## config.mk

```make
export PLATFORM = sky130hd
export DESIGN_NAME = batched_uint8_l2_distance
export DESIGN_NICKNAME = d
export VERILOG_FILES = /design/src/rtl/bl2d_pkg.sv /design/src/rtl/bl2d_lane.sv /design/src/rtl/bl2d_to_fp.sv /design/src/rtl/batched_uint8_l2_distance.sv
export SDC_FILE = /design/constraint.sdc
export NUM_CORES = 2
export LEC_CHECK = 0
export BUFFER_PORTS_ARGS = -buffer_cell sky130_fd_sc_hd__buf_2
export CAP_MARGIN = 0
export CORE_MARGIN = 10
export CORE_UTILIZATION = 30
export CTS_CLUSTER_SIZE = 20
export DETAILED_ROUTE_END_ITERATION = 8
export SYNTH_ARGS = -nofsm -noshare
export SYNTH_HDL_FRONTEND = slang
export SYNTH_SLANG_ARGS = --single-unit
```

## constraint.sdc

```tcl
create_clock -name clk_i -period 10.5 [get_ports clk_i]
set_input_delay 0 -clock clk_i [delete_from_list [all_inputs] [get_ports clk_i]]
set_output_delay 0 -clock clk_i [all_outputs]
set_load 0.02 [all_outputs]
```

## src/rtl/bl2d_pkg.sv

```systemverilog
// Shared types, widths and constants of the batched byte L2 distance block.
package bl2d_pkg;

  // Fixed field widths.
  localparam int unsigned ByteW   = 8;
  localparam int unsigned CfgW    = 4;
  localparam int unsigned SumW    = 28;
  localparam int unsigned SqW     = 16;
  localparam int unsigned OutW    = 31;
  localparam int unsigned IoLanes = 8;

  // Single-precision layout, sign bit dropped.
  localparam int unsigned ExpW    = 8;
  localparam int unsigned FracW   = 23;
  localparam int unsigned PosW    = 5;
  localparam logic [ExpW-1:0] ExpBias = 8'd127;

  // Lane count reported after reset.
  localparam logic [CfgW-1:0] LanesReset = 4'd8;

  typedef logic [ByteW-1:0] byte_t;
  typedef logic [SumW-1:0]  sum_t;
  typedef logic [OutW-1:0]  dist_t;

  // Advance enables for the two conversion registers.
  typedef struct packed {
    logic adv_norm;
    logic adv_out;
  } cvt_ctl_t;

endpackage

```

## src/rtl/bl2d_lane.sv

```systemverilog
// One distance lane: byte difference, square and saturating accumulation.
module bl2d_lane (
  input  logic           clk_i,
  input  logic           rst_ni,
  input  logic           acc_en_i,
  input  logic           clear_i,
  input  bl2d_pkg::byte_t query_i,
  input  bl2d_pkg::byte_t db_i,
  output bl2d_pkg::sum_t  sum_next_o
);
  import bl2d_pkg::*;

  logic signed [ByteW:0]     diff;
  logic signed [2*ByteW+1:0] prod;
  logic [SqW-1:0]            sq;
  logic [SumW:0]             sum_wide;
  sum_t                      sum_d, sum_q;

  // Signed difference and its square; the square always fits in 16 bits.
  assign diff = $signed({1'b0, query_i}) - $signed({1'b0, db_i});
  assign prod = diff * diff;
  assign sq   = prod[SqW-1:0];

  // Add with saturation at the top of the sum range.
  assign sum_wide   = {1'b0, sum_q} + {{(SumW+1-SqW){1'b0}}, sq};
  assign sum_next_o = sum_wide[SumW] ? {SumW{1'b1}} : sum_wide[SumW-1:0];

  // The last item of a vector restarts the sum.
  always_comb begin
    sum_d = sum_q;
    if (acc_en_i) begin
      sum_d = clear_i ? '0 : sum_next_o;
    end
  end

  always_ff @(posedge clk_i or negedge rst_ni) begin
    if (!rst_ni) begin
      sum_q <= '0;
    end else begin
      sum_q <= sum_d;
    end
  end

endmodule

```

## src/rtl/bl2d_to_fp.sv

```systemverilog
// Two-stage conversion of a lane sum to a rounded single-precision pattern.
module bl2d_to_fp (
  input  logic               clk_i,
  input  bl2d_pkg::cvt_ctl_t ctl_i,
  input  bl2d_pkg::sum_t     sum_i,
  output bl2d_pkg::dist_t    dist_o
);
  import bl2d_pkg::*;

  logic [PosW-1:0]  pos;
  logic             nz;
  sum_t             val_q;
  logic [PosW-1:0]  pos_q;
  logic             nz_q;
  logic [PosW-1:0]  shamt;
  sum_t             norm;
  logic             guard, sticky, rnd;
  logic [FracW+1:0] mant;
  logic             carry;
  logic [ExpW-1:0]  expo;
  dist_t            dist_d, dist_q;

  // Stage one: position of the leading one.
  always_comb begin
    pos = '0;
    nz  = 1'b0;
    for (int i = 0; i < SumW; i++) begin
      if (sum_i[i]) begin
        pos = PosW'(i);
        nz  = 1'b1;
      end
    end
  end

  always_ff @(posedge clk_i) begin
    if (ctl_i.adv_norm) begin
      val_q <= sum_i;
      pos_q <= pos;
      nz_q  <= nz;
    end
  end

  // Stage two: normalize, round to nearest even and pack.
  assign shamt  = PosW'(SumW - 1) - pos_q;
  assign norm   = val_q << shamt;
  assign guard  = norm[SumW-FracW-2];
  assign sticky = |norm[SumW-FracW-3:0];
  assign rnd    = guard && (sticky || norm[SumW-FracW-1]);
  assign mant   = {1'b0, norm[SumW-1:SumW-FracW-1]} + {{(FracW+1){1'b0}}, rnd};
  assign carry  = mant[FracW+1];
  assign expo   = ExpBias + {{(ExpW-PosW){1'b0}}, pos_q} + {{(ExpW-1){1'b0}}, carry};

  always_comb begin
    dist_d = '0;
    if (nz_q) begin
      dist_d = {expo, carry ? {FracW{1'b0}} : mant[FracW-1:0]};
    end
  end

  always_ff @(posedge clk_i) begin
    if (ctl_i.adv_out) begin
      dist_q <= dist_d;
    end
  end

  assign dist_o = dist_q;

endmodule

```

## src/rtl/batched_uint8_l2_distance.sv

```systemverilog
// Top level: lane accumulators, result merge stage and float conversion pipeline.
//
//  Channel  | Handshake                    | Payload
//  ---------+------------------------------+-------------------------------------------
//  in       | in_valid_i / in_ready_o      | query_byte_i, db_byte_0_i..7_i, last_element_i
//  out      | out_valid_o / out_ready_i    | distance_0_o .. distance_7_o
//  cfg      | cfg_we_i (no wait)           | cfg_wdata_i = lanes_in_use
//
//  One item is taken per cycle while in_ready_o is high; each lane does one subtract, square and add.
//  After its last item a result leaves through the merge register, the leading-one
//  search register, then normalize and round into the output register.
//  Reset clears the lane sums, all valid bits and sets lanes_in_use to eight.
//  A stalled output holds its stage; earlier stages keep moving into empty slots.
module batched_uint8_l2_distance #(
  parameter int unsigned LANES = 8
) (
  input  logic                           clk_i,
  input  logic                           rst_ni,
  input  logic                           cfg_we_i,
  input  logic [bl2d_pkg::CfgW-1:0]      cfg_wdata_i,
  input  logic                           in_valid_i,
  output logic                           in_ready_o,
  input  bl2d_pkg::byte_t                query_byte_i,
  input  bl2d_pkg::byte_t                db_byte_0_i,
  input  bl2d_pkg::byte_t                db_byte_1_i,
  input  bl2d_pkg::byte_t                db_byte_2_i,
  input  bl2d_pkg::byte_t                db_byte_3_i,
  input  bl2d_pkg::byte_t                db_byte_4_i,
  input  bl2d_pkg::byte_t                db_byte_5_i,
  input  bl2d_pkg::byte_t                db_byte_6_i,
  input  bl2d_pkg::byte_t                db_byte_7_i,
  input  logic                           last_element_i,
  output logic                           out_valid_o,
  input  logic                           out_ready_i,
  output bl2d_pkg::dist_t                distance_0_o,
  output bl2d_pkg::dist_t                distance_1_o,
  output bl2d_pkg::dist_t                distance_2_o,
  output bl2d_pkg::dist_t                distance_3_o,
  output bl2d_pkg::dist_t                distance_4_o,
  output bl2d_pkg::dist_t                distance_5_o,
  output bl2d_pkg::dist_t                distance_6_o,
  output bl2d_pkg::dist_t                distance_7_o
);
  import bl2d_pkg::*;

  // Lanes that have both an input byte and a sum register.
  localparam int unsigned NumLanes = (LANES < IoLanes) ? LANES : IoLanes;

  logic [CfgW-1:0] lanes_d, lanes_q;
  byte_t           db        [IoLanes];
  dist_t           lane_dist [IoLanes];
  logic            acc, fire_last;
  logic            rdy_merge, rdy_norm, rdy_out;
  logic            v_merge_d, v_merge_q;
  logic            v_norm_d, v_norm_q;
  logic            v_out_d, v_out_q;
  cvt_ctl_t        cvt_ctl;

  assign db[0] = db_byte_0_i;
  assign db[1] = db_byte_1_i;
  assign db[2] = db_byte_2_i;
  assign db[3] = db_byte_3_i;
  assign db[4] = db_byte_4_i;
  assign db[5] = db_byte_5_i;
  assign db[6] = db_byte_6_i;
  assign db[7] = db_byte_7_i;

  // Lane count register.
  assign lanes_d = cfg_we_i ? cfg_wdata_i : lanes_q;

  // Pipeline flow: a stage loads when it is empty or its successor moves.
  assign rdy_out   = !v_out_q || out_ready_i;
  assign rdy_norm  = !v_norm_q || rdy_out;
  assign rdy_merge = !v_merge_q || rdy_norm;
  assign in_ready_o = rdy_merge;
  assign acc        = in_valid_i && rdy_merge;
  assign fire_last  = acc && last_element_i;

  assign v_merge_d = rdy_merge ? fire_last : v_merge_q;
  assign v_norm_d  = rdy_norm ? v_merge_q : v_norm_q;
  assign v_out_d   = rdy_out ? v_norm_q : v_out_q;

  assign cvt_ctl.adv_norm = rdy_norm;
  assign cvt_ctl.adv_out  = rdy_out;

  always_ff @(posedge clk_i or negedge rst_ni) begin
    if (!rst_ni) begin
      lanes_q   <= LanesReset;
      v_merge_q <= 1'b0;
      v_norm_q  <= 1'b0;
      v_out_q   <= 1'b0;
    end else begin
      lanes_q   <= lanes_d;
      v_merge_q <= v_merge_d;
      v_norm_q  <= v_norm_d;
      v_out_q   <= v_out_d;
    end
  end

  assign out_valid_o = v_out_q;

  // Per-lane datapath; lanes without storage report zero.
  for (genvar j = 0; j < IoLanes; j++) begin : g_lane
    if (j < NumLanes) begin : g_act
      sum_t sum_next;
      sum_t fin_q;

      bl2d_lane u_lane (
        .clk_i      (clk_i),
        .rst_ni     (rst_ni),
        .acc_en_i   (acc),
        .clear_i    (fire_last),
        .query_i    (query_byte_i),
        .db_i       (db[j]),
        .sum_next_o (sum_next)
      );

      // Merge stage: capture the final sum, masked by the lane count in force.
      always_ff @(posedge clk_i) begin
        if (fire_last) begin
          fin_q <= (CfgW'(j) < lanes_q) ? sum_next : '0;
        end
      end

      bl2d_to_fp u_cvt (
        .clk_i  (clk_i),
        .ctl_i  (cvt_ctl),
        .sum_i  (fin_q),
        .dist_o (lane_dist[j])
      );
    end else begin : g_off
      assign lane_dist[j] = '0;
    end
  end

  assign distance_0_o = lane_dist[0];
  assign distance_1_o = lane_dist[1];
  assign distance_2_o = lane_dist[2];
  assign distance_3_o = lane_dist[3];
  assign distance_4_o = lane_dist[4];
  assign distance_5_o = lane_dist[5];
  assign distance_6_o = lane_dist[6];
  assign distance_7_o = lane_dist[7];

endmodule
```

Yosys cells after proc, flatten, opt, wreduce, memory -nomap -nowiden

Index checks and enable logic that the tools add are counted.

Bits of input ports: 82
Output and inout bits: 250
Register bits: 975

Reductions and logical operators: 72
Muxes and demuxes: 232
Multiply operators: 8
$lt $le $gt $ge: 8
Bitwise operators: 8
Add/subtract/negate cells: 48
Shift operators: 8

Operator list:

| kind                | count |
|---|---|
| $mux 4              | 128 |
| $mux 28             | 16 |
| $add 28x16->29      | 8 |
| $shl 28x5->28       | 8 |
| $reduce_or 27->1    | 8 |
| $add 24x1->25       | 8 |
| $mul 9x9->16        | 8 |
| $mux 3              | 32 |
| $reduce_or 12->1    | 8 |
| $sub 8x8->9         | 8 |
| $add 7x5->8 const A | 8 |
| $add 8x1->8         | 8 |
| $mux 2              | 32 |
| $sub 5x5->5 const A | 8 |
| $reduce_or 2->1     | 16 |
| $reduce_or 4->1     | 8 |
| $mux 1              | 24 |
| $reduce_or 3->1     | 8 |
| $lt 3x4->1 const A  | 4 |
| $logic_or 1x1->1    | 11 |
| $logic_and 1x1->1   | 10 |
| $lt 1x4->1 const A  | 2 |
| $lt 2x4->1 const A  | 2 |
| $not 1->1           | 8 |
| $logic_not 1->1     | 3 |

Logic depth before layout (Yosys ltp)

Depth after elaboration: 26
Gate-level depth with buffers: 42
Mapped depth without buffers: 41

Modules after synthesis

A second synthesis with hierarchy kept.

Cells, all modules: 8578
Area, all modules: 87323.8 um^2

By module, submodules not included:

| module                                 | times used | area each (um^2) | cells each |
|---|---|---|---|
| bl2d_to_fp (g_lane[0].g_act.u_cvt ...) | 4          | 4906.0           | 436 |
| bl2d_lane (g_lane[0].g_act.u_lane ...) | 3          | 4824.6           | 550 |
| bl2d_lane (g_lane[5].g_act.u_lane ...) | 2          | 5021.1           | 592 |
| bl2d_to_fp (g_lane[6].g_act.u_cvt ...) | 2          | 4898.4           | 436 |
| batched_uint8_l2_distance              | 1          | 8672.1           | 498 |
| bl2d_lane (g_lane[4].g_act.u_lane)     | 1          | 5101.1           | 593 |
| bl2d_lane (g_lane[3].g_act.u_lane)     | 1          | 4949.7           | 574 |
| bl2d_lane (g_lane[7].g_act.u_lane)     | 1          | 4937.2           | 571 |
| bl2d_to_fp (g_lane[5].g_act.u_cvt)     | 1          | 4882.2           | 445 |
| bl2d_to_fp (g_lane[4].g_act.u_cvt)     | 1          | 4844.6           | 447 |

Worst setup path before layout

Ideal clock, no wire load.

Path kind: flip-flop to flip-flop
From: register v_out_q, in the netlist out_valid_o
To: register g_lane[0].g_act.fin_q[0], enable pin
Arrival: 7.968 ns
Setup slack: 1.856 ns
Clock period less this slack: 8.644 ns
Stages on the path, launching flop included: 9
Library setup time: 0.676 ns
Path buffers: 3
Cells stage by stage: dfrtp_1 -> nor2b_1 -> nand3_1 -> and2_1 -> clkbuf_1 -> nand2_1 -> inv_1 -> clkbuf_1 -> clkbuf_1

Longest elaborated chain between the ends: 6

Ends and longest elaborated chain:

| what                   | RTL line                         | source |
|---|---|---|
| from (decl)            | batched_uint8_l2_distance.sv:56  | `logic v_out_d, v_out_q;` |
| from (signal assigned) | batched_uint8_l2_distance.sv:96  | `v_out_q <= v_out_d;` |
| $logic_not 1->1        | batched_uint8_l2_distance.sv:72  | `assign rdy_out = !v_out_q \|\| out_ready_i;` |
| $logic_or 1x1->1       | batched_uint8_l2_distance.sv:72  |  |
| $logic_or 1x1->1       | batched_uint8_l2_distance.sv:73  | `assign rdy_norm = !v_norm_q \|\| rdy_out;` |
| $logic_or 1x1->1       | batched_uint8_l2_distance.sv:74  | `assign rdy_merge = !v_merge_q \|\| rdy_norm;` |
| named net in_ready_o   | batched_uint8_l2_distance.sv:22  | `output logic in_ready_o,` |
| $logic_and 1x1->1      | batched_uint8_l2_distance.sv:76  | `assign acc = in_valid_i && rdy_merge;` |
| $logic_and 1x1->1      | batched_uint8_l2_distance.sv:77  | `assign fire_last = acc && last_element_i;` |
| named net fire_last    | batched_uint8_l2_distance.sv:52  | `logic acc, fire_last;` |
| to (signal assigned)   | batched_uint8_l2_distance.sv:121 | `fin_q <= (CfgW'(j) < lanes_q) ? sum_next : '0;` |
| to (decl)              | batched_uint8_l2_distance.sv:106 | `sum_t fin_q;` |

The timed path passes the listed nets, and every way through them passes these cells.
A chain may end at the register's enable or synchronous reset.

Final worst setup path

From: input query_byte_i[0]
To: register g_lane[2].g_act.fin_q[19], data pin

Longest elaborated chain between the ends: 4

Ends and longest elaborated chain:

| what                 | RTL line                         | source |
|---|---|---|
| from (decl)          | batched_uint8_l2_distance.sv:23  | `input bl2d_pkg::byte_t query_byte_i,` |
| $sub 8x8->9          | bl2d_lane.sv:20                  | `assign diff = $signed({1'b0, query_i}) - $signed({1'b0, db_i});` |
| $mul 9x9->16         | bl2d_lane.sv:21                  | `assign prod = diff * diff;` |
| $add 28x16->29       | bl2d_lane.sv:25                  | `assign sum_wide = {1'b0, sum_q} + {{(SumW+1-SqW){1'b0}}, sq};` |
| $mux 28              | bl2d_lane.sv:26                  | `assign sum_next_o = sum_wide[SumW] ? {SumW{1'b1}} : sum_wide[SumW-1:0];` |
| to (signal assigned) | batched_uint8_l2_distance.sv:121 |  |
| to (decl)            | batched_uint8_l2_distance.sv:106 |  |

No other way between the ends.

==> tab_implementation.tex <==
\begin{tabular}{lr}
\hline
Metric & Value \\
\hline
\multicolumn{2}{l}{\textbf{Critical path}} \\
Largest delay share family, worst path & adder cells \\
Largest incremental delay on the critical path & 0.55 ns \\
Critical path data required time & roughly 11 ns \\
Crit-path max FO & 13 \\
Startpoint type of the worst setup path & input pin \\
Endpoint arrival time on the critical path & just under 10 ns \\
Crit path capture type & register \\
Cell type of the slowest stage on the worst timing path & sky130\_fd\_sc\_hd\_\_fa\_1 \\
Worst Path Buf+Inv & 10 \\
Start-to-end type of the worst setup path & input pin to register \\
\multicolumn{2}{l}{\textbf{Floorplanning}} \\
Starting density of the core & 0.301 \\
Die Wd & 543 um \\
Die height & approximately 540 um \\
Area inside the core boundary & 273000 sq um \\
Top Ports & $\sim$330 \\
Number of standard-cell rows in the floorplan & about 190 \\
Die Area & slightly below 300000 sq um \\
\multicolumn{2}{l}{\textbf{Synth}} \\
Syn Area/Cell & between 9 and 10 sq um \\
Yosys warns & 0 \\
Fraction of registers with async set or reset after synthesis & 0.237 \\
Number of nets in the synthesized netlist & between 9000 and 10000 \\
Synth Instances & between 8000 and 9000 \\
Synth Cell Area & between 80000 and 90000 sq um \\
Share of the yosys chip area belonging to registers & 0.342 \\
Flops \& latches, synth & approximately 1000 \\
Count of flip-flops with a built-in enable after synthesis & between 700 and 800 \\
Most used flip-flop cell after synthesis & sky130\_fd\_sc\_hd\_\_edfxtp\_1 \\
Number of library cell types mapped by synthesis & $\sim$110 \\
\multicolumn{2}{l}{\textbf{Place}} \\
Total half-perimeter wirelength after legalization and detailed placement & around 170000 um \\
Placed Instances & 11946 \\
\# port buffers & 331 \\
Placed cell area & between 80000 and 90000 sq um \\
Final weighted congestion in routability-driven placement & around 0.90 \\
\multicolumn{2}{l}{\textbf{Timing}} \\
Setup-failing EPs final & 0 \\
Remaining max-slew budget at the tightest pin & 0.181 \\
Worst slew pin tran & between 1 and 1.5 ns \\
Post-route clock skew & approximately 0.054 ns \\
RSZ-0062 raised after global routing & no \\
Final count of hold timing violations & 0 \\
Accumulated negative setup slack & 0 ns \\
Fmax & about 0.11 GHz \\
Worst slack on hold paths & 0.253 ns \\
Final Max Tran Viols & 0 \\
Period utilization & 0.864 \\
Minimum clock period & roughly 9 ns \\
\multicolumn{2}{l}{\textbf{Status}} \\
Run status & complete, no violations \\
\multicolumn{2}{l}{\textbf{Routing}} \\
1st-pass router iterations & 6 \\
Number of design-rule violations left by the first detailed-router iteration & 5399 \\
Via count of the routed design & between 60000 and 70000 \\
Post-detailed-route wirelength per cell & $\sim$18 um \\
Post-route ant nets & 0 \\
Vias per std cell & 5.13 \\
Routed wire length & 221000 um \\
Remaining routing DRC violations & 0 \\
\multicolumn{2}{l}{\textbf{Final layout}} \\
Leading cell types in the layout, fill and taps excluded & sky130\_fd\_sc\_hd\_\_nor2\_1, sky130\_fd\_sc\_hd\_\_inv\_1, sky130\_fd\_sc\_hd\_\_nand2\_1 \\
Final cell area excluding filler cells & a little over 90000 sq um \\
Commonest non-fill, non-tap cell in the layout & sky130\_fd\_sc\_hd\_\_nor2\_1 \\
Count of non-filler cells in the finished layout & approximately 12000 \\
Final layout net count & 9484 \\
Fraction of layout cells with a size suffix above 1 & 0.118 \\
Layout overhead on the synthesized area & 11.0\% \\
\multicolumn{2}{l}{\textbf{GRT}} \\
Wire length of the first global-routing pass & around 350000 um \\
Via count of the first global-routing pass & 61179 \\
Initial antenna violation count & 17 \\
Grt total ovfl & 0 \\
Overall Global Routing Usage & 0.145 \\
Pin count of the biggest net entering global routing & 160 \\
\multicolumn{2}{l}{\textbf{Min path}} \\
Worst min path class & input pin to register \\
\multicolumn{2}{l}{\textbf{CTS}} \\
Root buffer selected by CTS & sky130\_fd\_sc\_hd\_\_clkbuf\_16 \\
Post-CTS sizing & 0 \\
Later-pin clock latency in the skew report & between 0.7 and 0.8 ns \\
Maximum level of the CTS H-tree & 3 \\
Clock sink count & 975 \\
Number of buffers created by CTS & 107 \\
CTS tree & yes \\
Post-CTS clock slew at the launch and capture registers of the worst setup and hold paths & about 0.060 ns \\
Worst-case clock buffer depth & 3 \\
\multicolumn{2}{l}{\textbf{Flow run}} \\
Max-cap violations & 0 \\
\hline
\end{tabular}
-- worst paths after layout --
kind | slack [ns] | to | startpoint | depth (start not counted)
min | 0.25 | lanes_q[3]$_DFFE_PN1P_ | cfg_we_i | 3
max reg2reg | 4.58 | g_lane[0].g_act.u_cvt.dist_o[27]$_SDFFCE_PN0P_ | g_lane[0].g_act.u_cvt.pos_q[2]$_SDFFCE_PP0P_ | 20
max in group asynchronous | 9.14 | g_lane[7].g_act.u_lane.sum_q[2]$_DFFE_PN0P_ | rst_ni | 4
max | 1.42 | g_lane[2].g_act.fin_q[19]$_SDFFCE_PP0P_ | query_byte_i[0] | 41
min reg2reg | 0.46 | g_lane[7].g_act.u_cvt.val_q[0]$_DFFE_PP_ | g_lane[7].g_act.fin_q[0]$_SDFFCE_PN0P_ | 0
min in group asynchronous | 0.47 | out_valid_o$_DFFE_PN0P_ | rst_ni | 4
-- sequential cells by signal (all words and copies together) (netlist names) --
| name | count |
|---|---|
| out_valid_o | 1 |
| g_lane.g_act.u_lane.sum_q | 224 |
| g_lane.g_act.u_cvt.pos_q | 40 |
| lanes_q | 4 |
| g_lane.g_act.u_cvt.nz_q | 8 |
| v_merge_q | 1 |
| v_norm_q | 1 |
| g_lane.g_act.u_cvt.dist_o | 248 |
| g_lane.g_act.fin_q | 224 |
| g_lane.g_act.u_cvt.val_q | 224 |
-- through the flow --
step / worst slack (ns) / util
after floorplan: 1.86 / -
after global placement: 0.807 / 0.320
after detailed placement: 0.735 / 0.320
after CTS: 1.53 / 0.334
after global routing: 0.643 / 0.334
final: 1.42 / 0.334
-- Yosys cell counts, types with 158 or more instances --
| master | n | area (sq um) |
|---|---|---|
| sky130_fd_sc_hd__xor2_1 | 158 | 1380 |
| sky130_fd_sc_hd__inv_1 | 796 | 2990 |
| sky130_fd_sc_hd__nand2_1 | 783 | 2940 |
| sky130_fd_sc_hd__dfrtp_1 | 230 | 5760 |
| sky130_fd_sc_hd__mux4_2 | 225 | 5070 |
| sky130_fd_sc_hd__edfxtp_1 | 744 | 22300 |
| sky130_fd_sc_hd__a21oi_1 | 493 | 2470 |
| sky130_fd_sc_hd__nand3_1 | 185 | 926 |
| sky130_fd_sc_hd__fa_1 | 408 | 8170 |
| sky130_fd_sc_hd__nor2_1 | 887 | 3330 |
| sky130_fd_sc_hd__xnor2_1 | 341 | 2990 |
| sky130_fd_sc_hd__o21ai_0 | 298 | 1490 |
| sky130_fd_sc_hd__ha_1 | 512 | 6410 |
| sky130_fd_sc_hd__clkbuf_1 | 202 | 758 |
| sky130_fd_sc_hd__nor3_1 | 200 | 1000 |
-- kinds of logic (layout without fill, tap and decap cells) --
kind of cell / after synthesis / after routing / share of synthesized area
AND/OR/NAND/NOR: 2702 / 2702 / 0.153
AO/OA/AOI/OAI: 1567 / 1567 / 0.122
buffers and inverters: 1157 / 1446 / 0.0577
flip-flops: 975 / 975 / 0.342
adder cells (fa/ha/maj): 920 / 920 / 0.177
XOR/XNOR: 503 / 503 / 0.0540
multiplexers: 462 / 462 / 0.0936
other: 0 / 4 / 0
-- what timing repair did --
action                                 CTS  global route
endpoints found under the hold margin  144             0
hold buffers                            16             0
buffers inserted                         0             0
-- worst min-delay path, delay by kind of cell --
family                 cells  cell delay, ns
AOI/OAI and AO/OA          1            0.17
buffers and inverters      2            0.77
-- metal layers --
layer  GRT usage  up-vias  share of wire
met5           0        -        0.00036
met4      0.0301       14          0.018
met3      0.0202      221          0.058
met2       0.210     1739           0.42
met1       0.227    30614           0.51
li1            -    29788              -
-- final cells by class --
cell class / instances / area, sq um
fill: 27549 / 182000
multi-input combinational: 6154 / 49300
sequential: 975 / 28100
tap: 3589 / 4490
inverter: 814 / 3070
clock buffer: 134 / 2870
timing repair buffer: 430 / 2530
clock inverter: 68 / 788
antenna: 4 / 10.0
Power is not shown: default switching activity piles up to over one toggle a cycle in this logic, so the estimate is an artifact.
